$ cat src/rtl/core/msce_pkg.sv
// Package for the multi-standard CRC engine: mode codes, queue item type,
// and the per-mode CRC constants and byte-fold function.
// No dependencies.
package msce_pkg;

  localparam int unsigned DataW  = 8;
  localparam int unsigned CrcW   = 64;
  localparam int unsigned ModeW  = 3;
  localparam int unsigned ApbAddrW = 3;
  localparam int unsigned ApbDataW = 32;

  // Register index of the mode register on the APB port.
  localparam logic RegAlgorithmMode = 1'b0;

  // Algorithm codes as written to the mode register.
  typedef enum logic [ModeW-1:0] {
    MODE_CRC8        = 3'd0,
    MODE_CRC16_CCITT = 3'd1,
    MODE_CRC16_ARC   = 3'd2,
    MODE_CRC32       = 3'd3,
    MODE_CRC32P4     = 3'd4,
    MODE_CRC64       = 3'd5
  } mode_e;

  localparam logic [ModeW-1:0] ModeReset = MODE_CRC32;

  // One classified byte, handed from front to back through the queue.
  typedef struct packed {
    mode_e             mode;
    logic              load;
    logic [CrcW-1:0]   load_val;
    logic [DataW-1:0]  data_byte;
    logic              ends_call;
  } item_t;

  // Unused codes behave as CRC-64.
  function automatic mode_e clamp_mode(logic [ModeW-1:0] raw);
    mode_e m;
    case (raw)
      MODE_CRC8:        m = MODE_CRC8;
      MODE_CRC16_CCITT: m = MODE_CRC16_CCITT;
      MODE_CRC16_ARC:   m = MODE_CRC16_ARC;
      MODE_CRC32:       m = MODE_CRC32;
      MODE_CRC32P4:     m = MODE_CRC32P4;
      default:          m = MODE_CRC64;
    endcase
    return m;
  endfunction

  function automatic logic [CrcW-1:0] width_mask(mode_e m);
    logic [CrcW-1:0] r;
    unique case (m)
      MODE_CRC8:                         r = 64'h0000_0000_0000_00FF;
      MODE_CRC16_CCITT, MODE_CRC16_ARC:  r = 64'h0000_0000_0000_FFFF;
      MODE_CRC32, MODE_CRC32P4:          r = 64'h0000_0000_FFFF_FFFF;
      default:                           r = 64'hFFFF_FFFF_FFFF_FFFF;
    endcase
    return r;
  endfunction

  function automatic logic [CrcW-1:0] init_value(mode_e m);
    return (m == MODE_CRC16_ARC) ? '0 : width_mask(m);
  endfunction

  function automatic logic [CrcW-1:0] xorout_value(mode_e m);
    return (m == MODE_CRC16_CCITT || m == MODE_CRC16_ARC) ? '0 : width_mask(m);
  endfunction

  function automatic logic [CrcW-1:0] reflected_poly(mode_e m);
    logic [CrcW-1:0] p;
    unique case (m)
      MODE_CRC16_ARC: p = 64'h0000_0000_0000_A001;
      MODE_CRC32:     p = 64'h0000_0000_EDB8_8320;
      MODE_CRC32P4:   p = 64'h0000_0000_C8DF_352F;
      default:        p = 64'hC96C_5795_D787_0F42;
    endcase
    return p;
  endfunction

  // Fold one byte into a register already cut to the mode's width.
  // Eight unrolled shift/XOR steps form a plain XOR tree.
  function automatic logic [CrcW-1:0] fold_byte(mode_e m, logic [CrcW-1:0] crc,
                                               logic [DataW-1:0] b);
    logic [7:0]      r8;
    logic [15:0]     r16;
    logic [CrcW-1:0] r;
    logic [CrcW-1:0] poly;
    r8   = crc[7:0] ^ b;
    r16  = crc[15:0] ^ {b, 8'h00};
    r    = crc ^ {{(CrcW-DataW){1'b0}}, b};
    poly = reflected_poly(m);
    for (int i = 0; i < 8; i++) begin
      r8  = r8[7]   ? ((r8 << 1) ^ 8'h1D)      : (r8 << 1);
      r16 = r16[15] ? ((r16 << 1) ^ 16'h1021)  : (r16 << 1);
      r   = r[0]    ? ((r >> 1) ^ poly)        : (r >> 1);
    end
    unique case (m)
      MODE_CRC8:        r = {{(CrcW-8){1'b0}}, r8};
      MODE_CRC16_CCITT: r = {{(CrcW-16){1'b0}}, r16};
      default:          r = r & width_mask(m);
    endcase
    return r;
  endfunction

endpackage

$ cat src/rtl/core/msce_in_if.sv
// Input channel of the CRC engine: valid/ready plus one message byte
// and its call flags. Depends on msce_pkg.
interface msce_in_if;
  logic                       valid;
  logic                       ready;
  logic [msce_pkg::DataW-1:0] data_byte;
  logic                       starts_call;
  logic                       ends_call;
  logic                       first_call;
  logic [msce_pkg::CrcW-1:0]  start_value;

  modport source (output valid, data_byte, starts_call, ends_call, first_call,
                  start_value, input ready);
  modport sink   (input valid, data_byte, starts_call, ends_call, first_call,
                  start_value, output ready);
endinterface

$ cat src/rtl/core/msce_out_if.sv
// Output channel of the CRC engine: valid/ready plus the finalized CRC
// and end-of-call flag. Depends on msce_pkg.
interface msce_out_if;
  logic                      valid;
  logic                      ready;
  logic [msce_pkg::CrcW-1:0] crc_result;
  logic                      call_done;

  modport source (output valid, crc_result, call_done, input ready);
  modport sink   (input valid, crc_result, call_done, output ready);
endinterface

$ cat src/rtl/core/multi_standard_crc_engine_top.sv
// Top level of the multi-standard CRC engine: APB mode register, front end,
// item queue and back end. Depends on msce_pkg, msce_in_if, msce_out_if.
//
// The engine takes one message byte per transaction and returns one finalized
// CRC per byte (CRC-8 SAE J1850, CRC-16 CCITT-FALSE, CRC-16 ARC, CRC-32,
// CRC-32P4, CRC-64 ECMA, chosen by the mode register at byte address 0; codes
// 6 and 7 run CRC-64). It sustains one byte per clock cycle while the output
// is ready; the back end folds a whole byte into the CRC register at once.
// A result passes through the two-entry queue and then the output register.
// Input and output stall independently; the queue and the output register
// keep both sides moving.
// Change the mode only while no transaction is in flight.
module multi_standard_crc_engine_top (
  input  logic                          clk_i,
  input  logic                          rst_ni,
  input  logic                          psel,
  input  logic                          penable,
  input  logic                          pwrite,
  input  logic [msce_pkg::ApbAddrW-1:0] paddr,
  input  logic [msce_pkg::ApbDataW-1:0] pwdata,
  output logic [msce_pkg::ApbDataW-1:0] prdata,
  output logic                          pready,
  msce_in_if.sink                       in_i,
  msce_out_if.source                    out_o
);

  logic [msce_pkg::ModeW-1:0] mode;
  logic                       q_ready;
  logic                       q_push;
  logic                       q_valid;
  logic                       q_pop;
  msce_pkg::item_t            q_item_in;
  msce_pkg::item_t            q_item_out;

  msce_cfg u_cfg (
    .clk_i   (clk_i),
    .rst_ni  (rst_ni),
    .psel    (psel),
    .penable (penable),
    .pwrite  (pwrite),
    .paddr   (paddr),
    .pwdata  (pwdata),
    .prdata  (prdata),
    .pready  (pready),
    .mode_o  (mode)
  );

  msce_front u_front (
    .in_i      (in_i),
    .mode_i    (mode),
    .q_ready_i (q_ready),
    .q_push_o  (q_push),
    .q_item_o  (q_item_in)
  );

  msce_queue u_queue (
    .clk_i   (clk_i),
    .rst_ni  (rst_ni),
    .push_i  (q_push),
    .item_i  (q_item_in),
    .ready_o (q_ready),
    .pop_i   (q_pop),
    .valid_o (q_valid),
    .item_o  (q_item_out)
  );

  msce_back u_back (
    .clk_i        (clk_i),
    .rst_ni       (rst_ni),
    .item_valid_i (q_valid),
    .item_i       (q_item_out),
    .item_pop_o   (q_pop),
    .out_o        (out_o)
  );

endmodule

$ cat src/rtl/core/msce_cfg.sv
// APB-style configuration register block holding the algorithm mode.
// Depends on msce_pkg.
module msce_cfg (
  input  logic                          clk_i,
  input  logic                          rst_ni,
  input  logic                          psel,
  input  logic                          penable,
  input  logic                          pwrite,
  input  logic [msce_pkg::ApbAddrW-1:0] paddr,
  input  logic [msce_pkg::ApbDataW-1:0] pwdata,
  output logic [msce_pkg::ApbDataW-1:0] prdata,
  output logic                          pready,
  output logic [msce_pkg::ModeW-1:0]    mode_o
);

  logic [msce_pkg::ModeW-1:0] mode_q, mode_d;
  logic                       wr_en;
  logic                       reg_idx;

  // Word index: one register per 4-byte word
  assign reg_idx = paddr[2];
  assign wr_en   = psel && penable && pwrite && (reg_idx == msce_pkg::RegAlgorithmMode);
  assign pready  = 1'b1;

  always_comb begin
    mode_d = mode_q;
    if (wr_en) begin
      mode_d = pwdata[msce_pkg::ModeW-1:0];
    end
  end

  always_ff @(posedge clk_i or negedge rst_ni) begin
    if (!rst_ni) begin
      mode_q <= msce_pkg::ModeReset;
    end else begin
      mode_q <= mode_d;
    end
  end

  // Read back
  always_comb begin
    prdata = '0;
    if (reg_idx == msce_pkg::RegAlgorithmMode) begin
      prdata = {{(msce_pkg::ApbDataW-msce_pkg::ModeW){1'b0}}, mode_q};
    end
  end

  assign mode_o = mode_q;

endmodule

$ cat src/rtl/core/msce_front.sv
// Front end: accepts input bytes, resolves the mode and the register
// load value, and pushes a classified item into the queue. Depends on msce_pkg.
module msce_front (
  msce_in_if.sink                     in_i,
  input  logic [msce_pkg::ModeW-1:0]  mode_i,
  input  logic                        q_ready_i,
  output logic                        q_push_o,
  output msce_pkg::item_t             q_item_o
);

  msce_pkg::mode_e           mode;
  logic [msce_pkg::CrcW-1:0] mask;
  logic [msce_pkg::CrcW-1:0] start_val;

  assign in_i.ready = q_ready_i;
  assign q_push_o   = in_i.valid && q_ready_i;

  // Classify: clamp mode, build the value loaded at a call start
  always_comb begin
    mode = msce_pkg::clamp_mode(mode_i);
    mask = msce_pkg::width_mask(mode);
    if (msce_pkg::xorout_value(mode) != '0) begin
      start_val = ~in_i.start_value & mask;
    end else begin
      start_val = in_i.start_value & mask;
    end
    q_item_o.mode      = mode;
    q_item_o.load      = in_i.starts_call;
    q_item_o.load_val  = in_i.first_call ? msce_pkg::init_value(mode) : start_val;
    q_item_o.data_byte = in_i.data_byte;
    q_item_o.ends_call = in_i.ends_call;
  end

endmodule

$ cat src/rtl/core/msce_queue.sv
// Two-entry queue between front and back end.
// Depends on msce_pkg.
module msce_queue (
  input  logic            clk_i,
  input  logic            rst_ni,
  input  logic            push_i,
  input  msce_pkg::item_t item_i,
  output logic            ready_o,
  input  logic            pop_i,
  output logic            valid_o,
  output msce_pkg::item_t item_o
);

  msce_pkg::item_t mem_q [2];
  logic            wr_ptr_q, wr_ptr_d;
  logic            rd_ptr_q, rd_ptr_d;
  logic [1:0]      count_q, count_d;

  assign ready_o = (count_q != 2'd2);
  assign valid_o = (count_q != 2'd0);
  assign item_o  = mem_q[rd_ptr_q];

  // Pointer and fill bookkeeping
  always_comb begin
    wr_ptr_d = wr_ptr_q;
    rd_ptr_d = rd_ptr_q;
    count_d  = count_q;
    if (push_i) begin
      wr_ptr_d = ~wr_ptr_q;
    end
    if (pop_i) begin
      rd_ptr_d = ~rd_ptr_q;
    end
    if (push_i && !pop_i) begin
      count_d = count_q + 2'd1;
    end else if (pop_i && !push_i) begin
      count_d = count_q - 2'd1;
    end
  end

  always_ff @(posedge clk_i or negedge rst_ni) begin
    if (!rst_ni) begin
      wr_ptr_q <= 1'b0;
      rd_ptr_q <= 1'b0;
      count_q  <= 2'd0;
    end else begin
      wr_ptr_q <= wr_ptr_d;
      rd_ptr_q <= rd_ptr_d;
      count_q  <= count_d;
    end
  end

  // Entry storage
  always_ff @(posedge clk_i) begin
    if (push_i) begin
      mem_q[wr_ptr_q] <= item_i;
    end
  end

endmodule

$ cat src/rtl/core/msce_back.sv
// Back end: folds one queued byte per unstalled cycle into the CRC register
// and holds the finalized result in an output register. Depends on msce_pkg.
module msce_back (
  input  logic            clk_i,
  input  logic            rst_ni,
  input  logic            item_valid_i,
  input  msce_pkg::item_t item_i,
  output logic            item_pop_o,
  msce_out_if.source      out_o
);

  logic [msce_pkg::CrcW-1:0] crc_q, crc_d;
  logic [msce_pkg::CrcW-1:0] res_q, res_d;
  logic                      done_q, done_d;
  logic                      out_valid_q, out_valid_d;
  logic [msce_pkg::CrcW-1:0] mask;
  logic [msce_pkg::CrcW-1:0] crc_in;
  logic [msce_pkg::CrcW-1:0] crc_new;

  // Take an item when the output slot is free or being drained
  assign item_pop_o = item_valid_i && (!out_valid_q || out_o.ready);

  // Byte fold
  always_comb begin
    mask    = msce_pkg::width_mask(item_i.mode);
    crc_in  = item_i.load ? item_i.load_val : (crc_q & mask);
    crc_new = msce_pkg::fold_byte(item_i.mode, crc_in, item_i.data_byte);
  end

  // Next state of CRC register and output slot
  always_comb begin
    crc_d       = crc_q;
    res_d       = res_q;
    done_d      = done_q;
    out_valid_d = out_valid_q;
    if (out_o.ready) begin
      out_valid_d = 1'b0;
    end
    if (item_pop_o) begin
      crc_d       = crc_new;
      res_d       = (crc_new ^ msce_pkg::xorout_value(item_i.mode)) & mask;
      done_d      = item_i.ends_call;
      out_valid_d = 1'b1;
    end
  end

  always_ff @(posedge clk_i or negedge rst_ni) begin
    if (!rst_ni) begin
      crc_q       <= '1;
      out_valid_q <= 1'b0;
    end else begin
      crc_q       <= crc_d;
      out_valid_q <= out_valid_d;
    end
  end

  always_ff @(posedge clk_i) begin
    res_q  <= res_d;
    done_q <= done_d;
  end

  assign out_o.valid      = out_valid_q;
  assign out_o.crc_result = res_q;
  assign out_o.call_done  = done_q;

endmodule

$ cat src/flat_wrapper.sv
// flat-port wrapper written by rule: the top's interface ports become plain ports
module multi_standard_crc_engine_top_flat 
  (clk_i, rst_ni, psel, penable, pwrite, paddr, pwdata, prdata, pready, in_i_valid, in_i_data_byte, in_i_starts_call, in_i_ends_call, in_i_first_call, in_i_start_value, in_i_ready, out_o_valid, out_o_crc_result, out_o_call_done, out_o_ready);
  msce_in_if in_i_i ();
  msce_out_if out_o_i ();
  input  logic clk_i;
  input  logic rst_ni;
  input  logic psel;
  input  logic penable;
  input  logic pwrite;
  input  logic [msce_pkg::ApbAddrW-1:0] paddr;
  input  logic [msce_pkg::ApbDataW-1:0] pwdata;
  output logic [msce_pkg::ApbDataW-1:0] prdata;
  output logic pready;
  input wire logic [$bits(in_i_i.valid)-1:0] in_i_valid;
  input wire logic [$bits(in_i_i.data_byte)-1:0] in_i_data_byte;
  input wire logic [$bits(in_i_i.starts_call)-1:0] in_i_starts_call;
  input wire logic [$bits(in_i_i.ends_call)-1:0] in_i_ends_call;
  input wire logic [$bits(in_i_i.first_call)-1:0] in_i_first_call;
  input wire logic [$bits(in_i_i.start_value)-1:0] in_i_start_value;
  output wire logic [$bits(in_i_i.ready)-1:0] in_i_ready;
  output wire logic [$bits(out_o_i.valid)-1:0] out_o_valid;
  output wire logic [$bits(out_o_i.crc_result)-1:0] out_o_crc_result;
  output wire logic [$bits(out_o_i.call_done)-1:0] out_o_call_done;
  input wire logic [$bits(out_o_i.ready)-1:0] out_o_ready;
  assign in_i_i.valid = in_i_valid;
  assign in_i_i.data_byte = in_i_data_byte;
  assign in_i_i.starts_call = in_i_starts_call;
  assign in_i_i.ends_call = in_i_ends_call;
  assign in_i_i.first_call = in_i_first_call;
  assign in_i_i.start_value = in_i_start_value;
  assign in_i_ready = in_i_i.ready;
  assign out_o_valid = out_o_i.valid;
  assign out_o_crc_result = out_o_i.crc_result;
  assign out_o_call_done = out_o_i.call_done;
  assign out_o_i.ready = out_o_ready;
  multi_standard_crc_engine_top u_core (.clk_i(clk_i), .rst_ni(rst_ni), .psel(psel), .penable(penable), .pwrite(pwrite), .paddr(paddr), .pwdata(pwdata), .prdata(prdata), .pready(pready), .in_i(in_i_i), .out_o(out_o_i));
endmodule
$ cat config.mk
export PLATFORM = sky130hd
export DESIGN_NAME = multi_standard_crc_engine_top_flat
export DESIGN_NICKNAME = d
export VERILOG_FILES = /design/src/rtl/core/msce_pkg.sv /design/src/rtl/core/msce_in_if.sv /design/src/rtl/core/msce_out_if.sv /design/src/rtl/core/multi_standard_crc_engine_top.sv /design/src/rtl/core/msce_cfg.sv /design/src/rtl/core/msce_front.sv /design/src/rtl/core/msce_queue.sv /design/src/rtl/core/msce_back.sv /design/src/flat_wrapper.sv
export SDC_FILE = /design/constraint.sdc
export NUM_CORES = 1
export LEC_CHECK = 0
export BUFFER_PORTS_ARGS = -buffer_cell sky130_fd_sc_hd__buf_2
export CAP_MARGIN = 5
export CORE_ASPECT_RATIO = 0.7
export CORE_MARGIN = 4
export CORE_UTILIZATION = 55
export CTS_CLUSTER_DIAMETER = 60
export CTS_CLUSTER_SIZE = 25
export DETAILED_ROUTE_END_ITERATION = 6
export GPL_ROUTABILITY_DRIVEN = 0
export PLACE_DENSITY = 0.76
export SYNTH_ARGS = -nofsm -noshare
export SYNTH_HDL_FRONTEND = slang
export SYNTH_HIERARCHICAL = 1
export SYNTH_SLANG_ARGS = --single-unit
$ cat constraint.sdc
create_clock -name clk_i -period 5.6 [get_ports clk_i]
set_input_delay 1.12 -clock clk_i [delete_from_list [all_inputs] [get_ports clk_i]]
set_output_delay 1.12 -clock clk_i [all_outputs]
set_load 0.005 [all_outputs]
Word-level counts from Yosys, hierarchy flattened
Memories as Yosys holds them, arrays and structs flattened.
Cells that the tools add are included.

operators by class
  bitwise operators = 37
  add/sub/neg operators = 2
  mux-type cells = 45
  reduce and logical (&&, ||, !) cells = 25
  eq/ne operators = 13

operators by type and width
  operator                                              number
  two-way mux 64 bit                                    16
  one-hot mux 64 bit (3 select lines)                   3
  bitwise XOR 63 x 64 -> 64 bit                         8
  AND 64 bit                                            5
  one-hot mux 64 bit (2 select lines)                   2
  two-way mux 13 bit                                    8
  inverter 64 bit                                       1
  nonzero test 64 bit                                   1
  bitwise XOR 64 bit                                    1
  bitwise XOR 64 x 8 -> 64 bit                          1
  two-way mux 5 bit                                     8
  inverter 4 bit                                        8
  inverter 3 bit                                        8
  equality test 3 x 2 -> 1 bit (second input constant)  6
  bitwise XOR 16 bit                                    1
  one-hot mux 3 bit (5 select lines)                    1
  OR reduction 2 bit                                    5
  equality test 3 x 1 -> 1 bit (second input constant)  3
  equality test 3 bit (second input constant)           3
  zero test 3 bit                                       3
  bitwise XOR 8 bit                                     1
  logical AND 1 bit                                     7
  nonzero test 2 bit                                    3
  two-way mux 1 bit                                     4
  other kinds (8)                                       15

word-level totals
  word-level logic and storage cells = 131
  memory bits (writable) = 154
  register bits after elaboration = 137
  memories kept = 1

memory list
  name                  depth  width  rd ports  clocked after memory_dff  write ports  RTL line          text
  u_core.u_queue.mem_q  2      77     1         0                         1            msce_queue.sv:14  msce_pkg::item_t mem_q [2];

Logic depth before layout (Yosys ltp)
An unclocked memory read counts as a cell.

  depth after elaboration = 27
  mapped depth = 19

By module
Netlist, hierarchy kept.

modules (own cells, without submodules)
  module      cells each  area each (µm²)  times used
  msce_back   1149        10337.4          1
  msce_queue  256         5825.6           1
  msce_front  173         1019.7           1
  msce_cfg    42          405.4            1

Worst setup path before layout
No wires, ideal clock.

  path type = input port to flip-flop
  from = input in_i_valid
  to = memory u_core/u_queue/mem_q[0][0] (netlist bit), enable pin
  setup time = 522 ps
  stages on the path = 2
  arrival = 4724 ps
  setup slack = 355 ps
  data required time = 5078 ps
  cell sequence = and2_1 -> nor2b_1

on the way
  word-level cells in the longest chain between the ends = 3

RTL lines
  what                                     RTL line            text
  start: declaration                       flat_wrapper.sv:15  input wire logic [$bits(in_i_i.valid)-1:0] in_i_valid;
  logical AND 1 bit                        msce_front.sv:16    assign q_push_o = in_i.valid && q_ready_i;
  two-way mux 1 bit                        msce_queue.sv:55    if (push_i) begin
  two-way mux 1 bit (not written as such)  msce_queue.sv:56    mem_q[wr_ptr_q] <= item_i;
  end: declaration                         msce_queue.sv:14

Every way passes these cells.

==> results.toml <==
[clock_network]
cts_hold_buffers = 0
cts_tree = "built"
clk_latency_ns = 0.56
postCtsSetupBuffers = 0
clockBufferDepth = 3
cts_buffers = 22
cts_resized = 0
root_buffer = "clkbuf_16"
h-tree-depth = 1
cts.sinks = 291
clk_pin_slew_worst_paths_ns = 0.09

[min_path]
hp-class = "flop to flop"

[outcome]
status = "finished, final reports clean"

[setup_path]
r2r_setup_slack_ns = 0.20
critPathKind = "flop to flop"
cp-start-kind = "flop"
arrival_ns = 5.69
crit_slowest_cell = "xnor2_1"
cpMostUsedCell = "xnor2_1"
cp_data_required_time_ns = 5.89
path_cells = "mux2_4, buf_4, mux2i_4, xnor2_1, xnor2_1, o22ai_1, nor4_1, nor2_1, xnor2_1, nand2_1, a21oi_1, xor2_1, nor2_1"
end_kind = "flop"
critPathMaxFanout = 24
slowest_delay_ns = 0.66

[routing]
antenna_left = 0
drcViolationCount = 0
totalWireLength_mm = 49.49
viasPerCell = 6.078
first_pass_iters = 6
vias = 13184
routedWlPerCell_microns = 22.82
drtIter0Drc = 2154

[floorplan]
row_count = 54
die_width_microns = 221.7
pin_count = 217
dieArea_sq_mm = 0.03495
initial_core_util_pct = 56.10
dieHeight_microns = 157.6
core_area_sq_mm = 0.03135

[timing]
rsz0062_at_grt = "false"
slew_violations = 0
fmax_mhz = 185.1
timing.setup.tns_ns = 0
fin_worst_skew_ns = 0.03073
setup_viol = 0
fin_crit_sh_pct = 96.48
post-route-worst-setup-slack_ns = 0.1970
fin_crit_ns = 5.403
worst_pin_slew_ns = 1.033
hold_violations = 0
relSlewSlack_pct = 31.13

[placement]
placed_cells = 2129
dp_slack_ns = 0.1706
numPortBuffers = 155
hpwl_mm = 35.77

[logic_synthesis]
ys_ff_latch = 291
synth_top_area_share_pct = 37.39
syn_inst = 1620
synth_top_flop_cell = "edfxtp_1"
syn_avg_cell_area_sq_um = 10.86
synth_edf_count = 219
synthTopCellsByArea = "edfxtp_1 (37%), xnor2_1 (10%), dfstp_2 (9.9%)"
async_flop_share_pct = 24.74
syn_area_sq_mm = 0.01759
synth.distinct_cells = 80
synth_area_leader_cell = "edfxtp_1"
yosysWarnings = 6
yosysSeqAreaShare_pct = 48.10
yosysMostFrequentCell = "edfxtp_1"
synthTopCellsByCount = "edfxtp_1 (219), xnor2_1 (210), nand2_1 (162)"

[global_route]
grt_max_degree = 77
grt_pass1_wl_mm = 74.31
track_usage_pct = 27.36
grt_antenna_before_repair = 1
grt_pass1_vias = 12211
grt-ovfl-total = 0

[finish]
antenna_cells = 0
fin_nets = 1851
fill_cells = 2551
drive_gt1_share_pct = 25.79
final_cells = 2169
area.growth.synth_to_final_pct = 10.64

[flow_run]
drv_cap = 0
placed cells by master (no fill, tap or decap), types with 7 or more instances in the layout:
cell type,n
edfxtp_1,219
xnor2_1,210
nand2_1,161
buf_2,154
nor2_1,140
a21oi_1,109
o21ai_0,92
xor2_1,66
dfstp_2,66
mux2_2,62
buf_4,53
a22o_1,44
conb_1,30
mux2i_1,27
mux2_4,24
clkbuf_16,22
nand3_1,21
a211oi_1,17
nor3b_1,16
inv_1,14
nor3_1,12
o22ai_1,11
o2111ai_1,11
and2_1,10
nand2b_1,7
a31oi_1,7
area by class of cell:
class / count / area (sq um) / share of cell area, %
sequential: 291 / 8464 / 43.50
multi-input combinational: 1194 / 8423 / 43.28
timing repair buffer: 208 / 1189 / 6.108
clock buffer: 23 / 554.3 / 2.848
tap: 420 / 525.5 / 2.700
clock inverter: 17 / 242.7 / 1.247
inverter: 16 / 61.31 / 0.3151
routing by layer:
layer	global-route usage (%)	vias to the layer above	part of all wire (%)
li1	-	5887	-
met1	41.97	6297	44
met2	36.31	880	39
met3	11.90	118	15
met4	4.516	2	2.3
met5	0	-	0.014
worst max-delay path, delay by kind of cell (launching register included):
| kind | cells | cell delay [ns] |
|---|---|---|
| xor+xnor | 4 | 1.84 |
| compound gates | 2 | 0.59 |
| buf+inv | 1 | 0.35 |
| flops | 1 | 0.61 |
| mux | 2 | 0.72 |
| simple gates | 4 | 1.01 |
per-stage QoR:
step                      instance area, sq um  utilization (%)  hold WS, ns
after global routing                     19460            62.07       0.4845
final                                    19460            62.07       0.4679
after detailed placement                 18650            59.49       0.4519
after floorplan                          17690                -       0.4343
after global placement                   18650            59.49       0.4497
after CTS                                19450            62.04       0.4635
kinds of logic (layout without fill, tap and decap cells):
group / after synthesis / in the layout / synth area share [%]
flops: 291 / 291 / 48.10
other cells: 2 / 30 / 0.04270
buf+inv: 163 / 264 / 4.802
mux: 119 / 119 / 8.202
compound gates: 356 / 356 / 13.01
xor+xnor: 295 / 295 / 16.00
simple gates: 393 / 393 / 9.767
fa+ha+maj: 1 / 1 / 0.07113
registers in the layout, summed over array words and instances (netlist names):
| name | count |
|---|---|
| u_core/u_queue/rd_ptr_q | 1 |
| u_core/u_back/crc_q | 64 |
| u_core/u_queue/count_q | 2 |
| u_core/u_back/out_o.valid | 1 |
| u_core/u_queue/mem_q | 154 |
| u_core/u_back/out_o.call_done | 1 |
| u_core/u_back/out_o.crc_result | 64 |
| u_core/u_cfg/mode_o | 3 |
| u_core/u_queue/wr_ptr_q | 1 |
worst paths after layout:
path | start | end | cells after the start
worst max-delay path | u_core/u_queue/rd_ptr_q$_DFFE_PN0P_ | u_core/u_back/out_o.crc_result[38]$_DFFE_PP_ | 13
worst min-delay path | u_core/u_back/crc_q[7]$_DFFE_PN1P_ | u_core/u_back/crc_q[7]$_DFFE_PN1P_ | 2
worst max register to register | u_core/u_queue/rd_ptr_q$_DFFE_PN0P_ | u_core/u_back/out_o.crc_result[38]$_DFFE_PP_ | 13
worst min register to register | u_core/u_back/crc_q[7]$_DFFE_PN1P_ | u_core/u_back/crc_q[7]$_DFFE_PN1P_ | 2
max in group asynchronous | rst_ni | u_core/u_queue/rd_ptr_q$_DFFE_PN0P_ | 1
min in group asynchronous | rst_ni | u_core/u_cfg/mode_o[2]$_DFFE_PN0P_ | 1
Power is left out: the tool's default activity adds up to more than one toggle a clock period on the data nets, which glitch-free logic cannot reach.
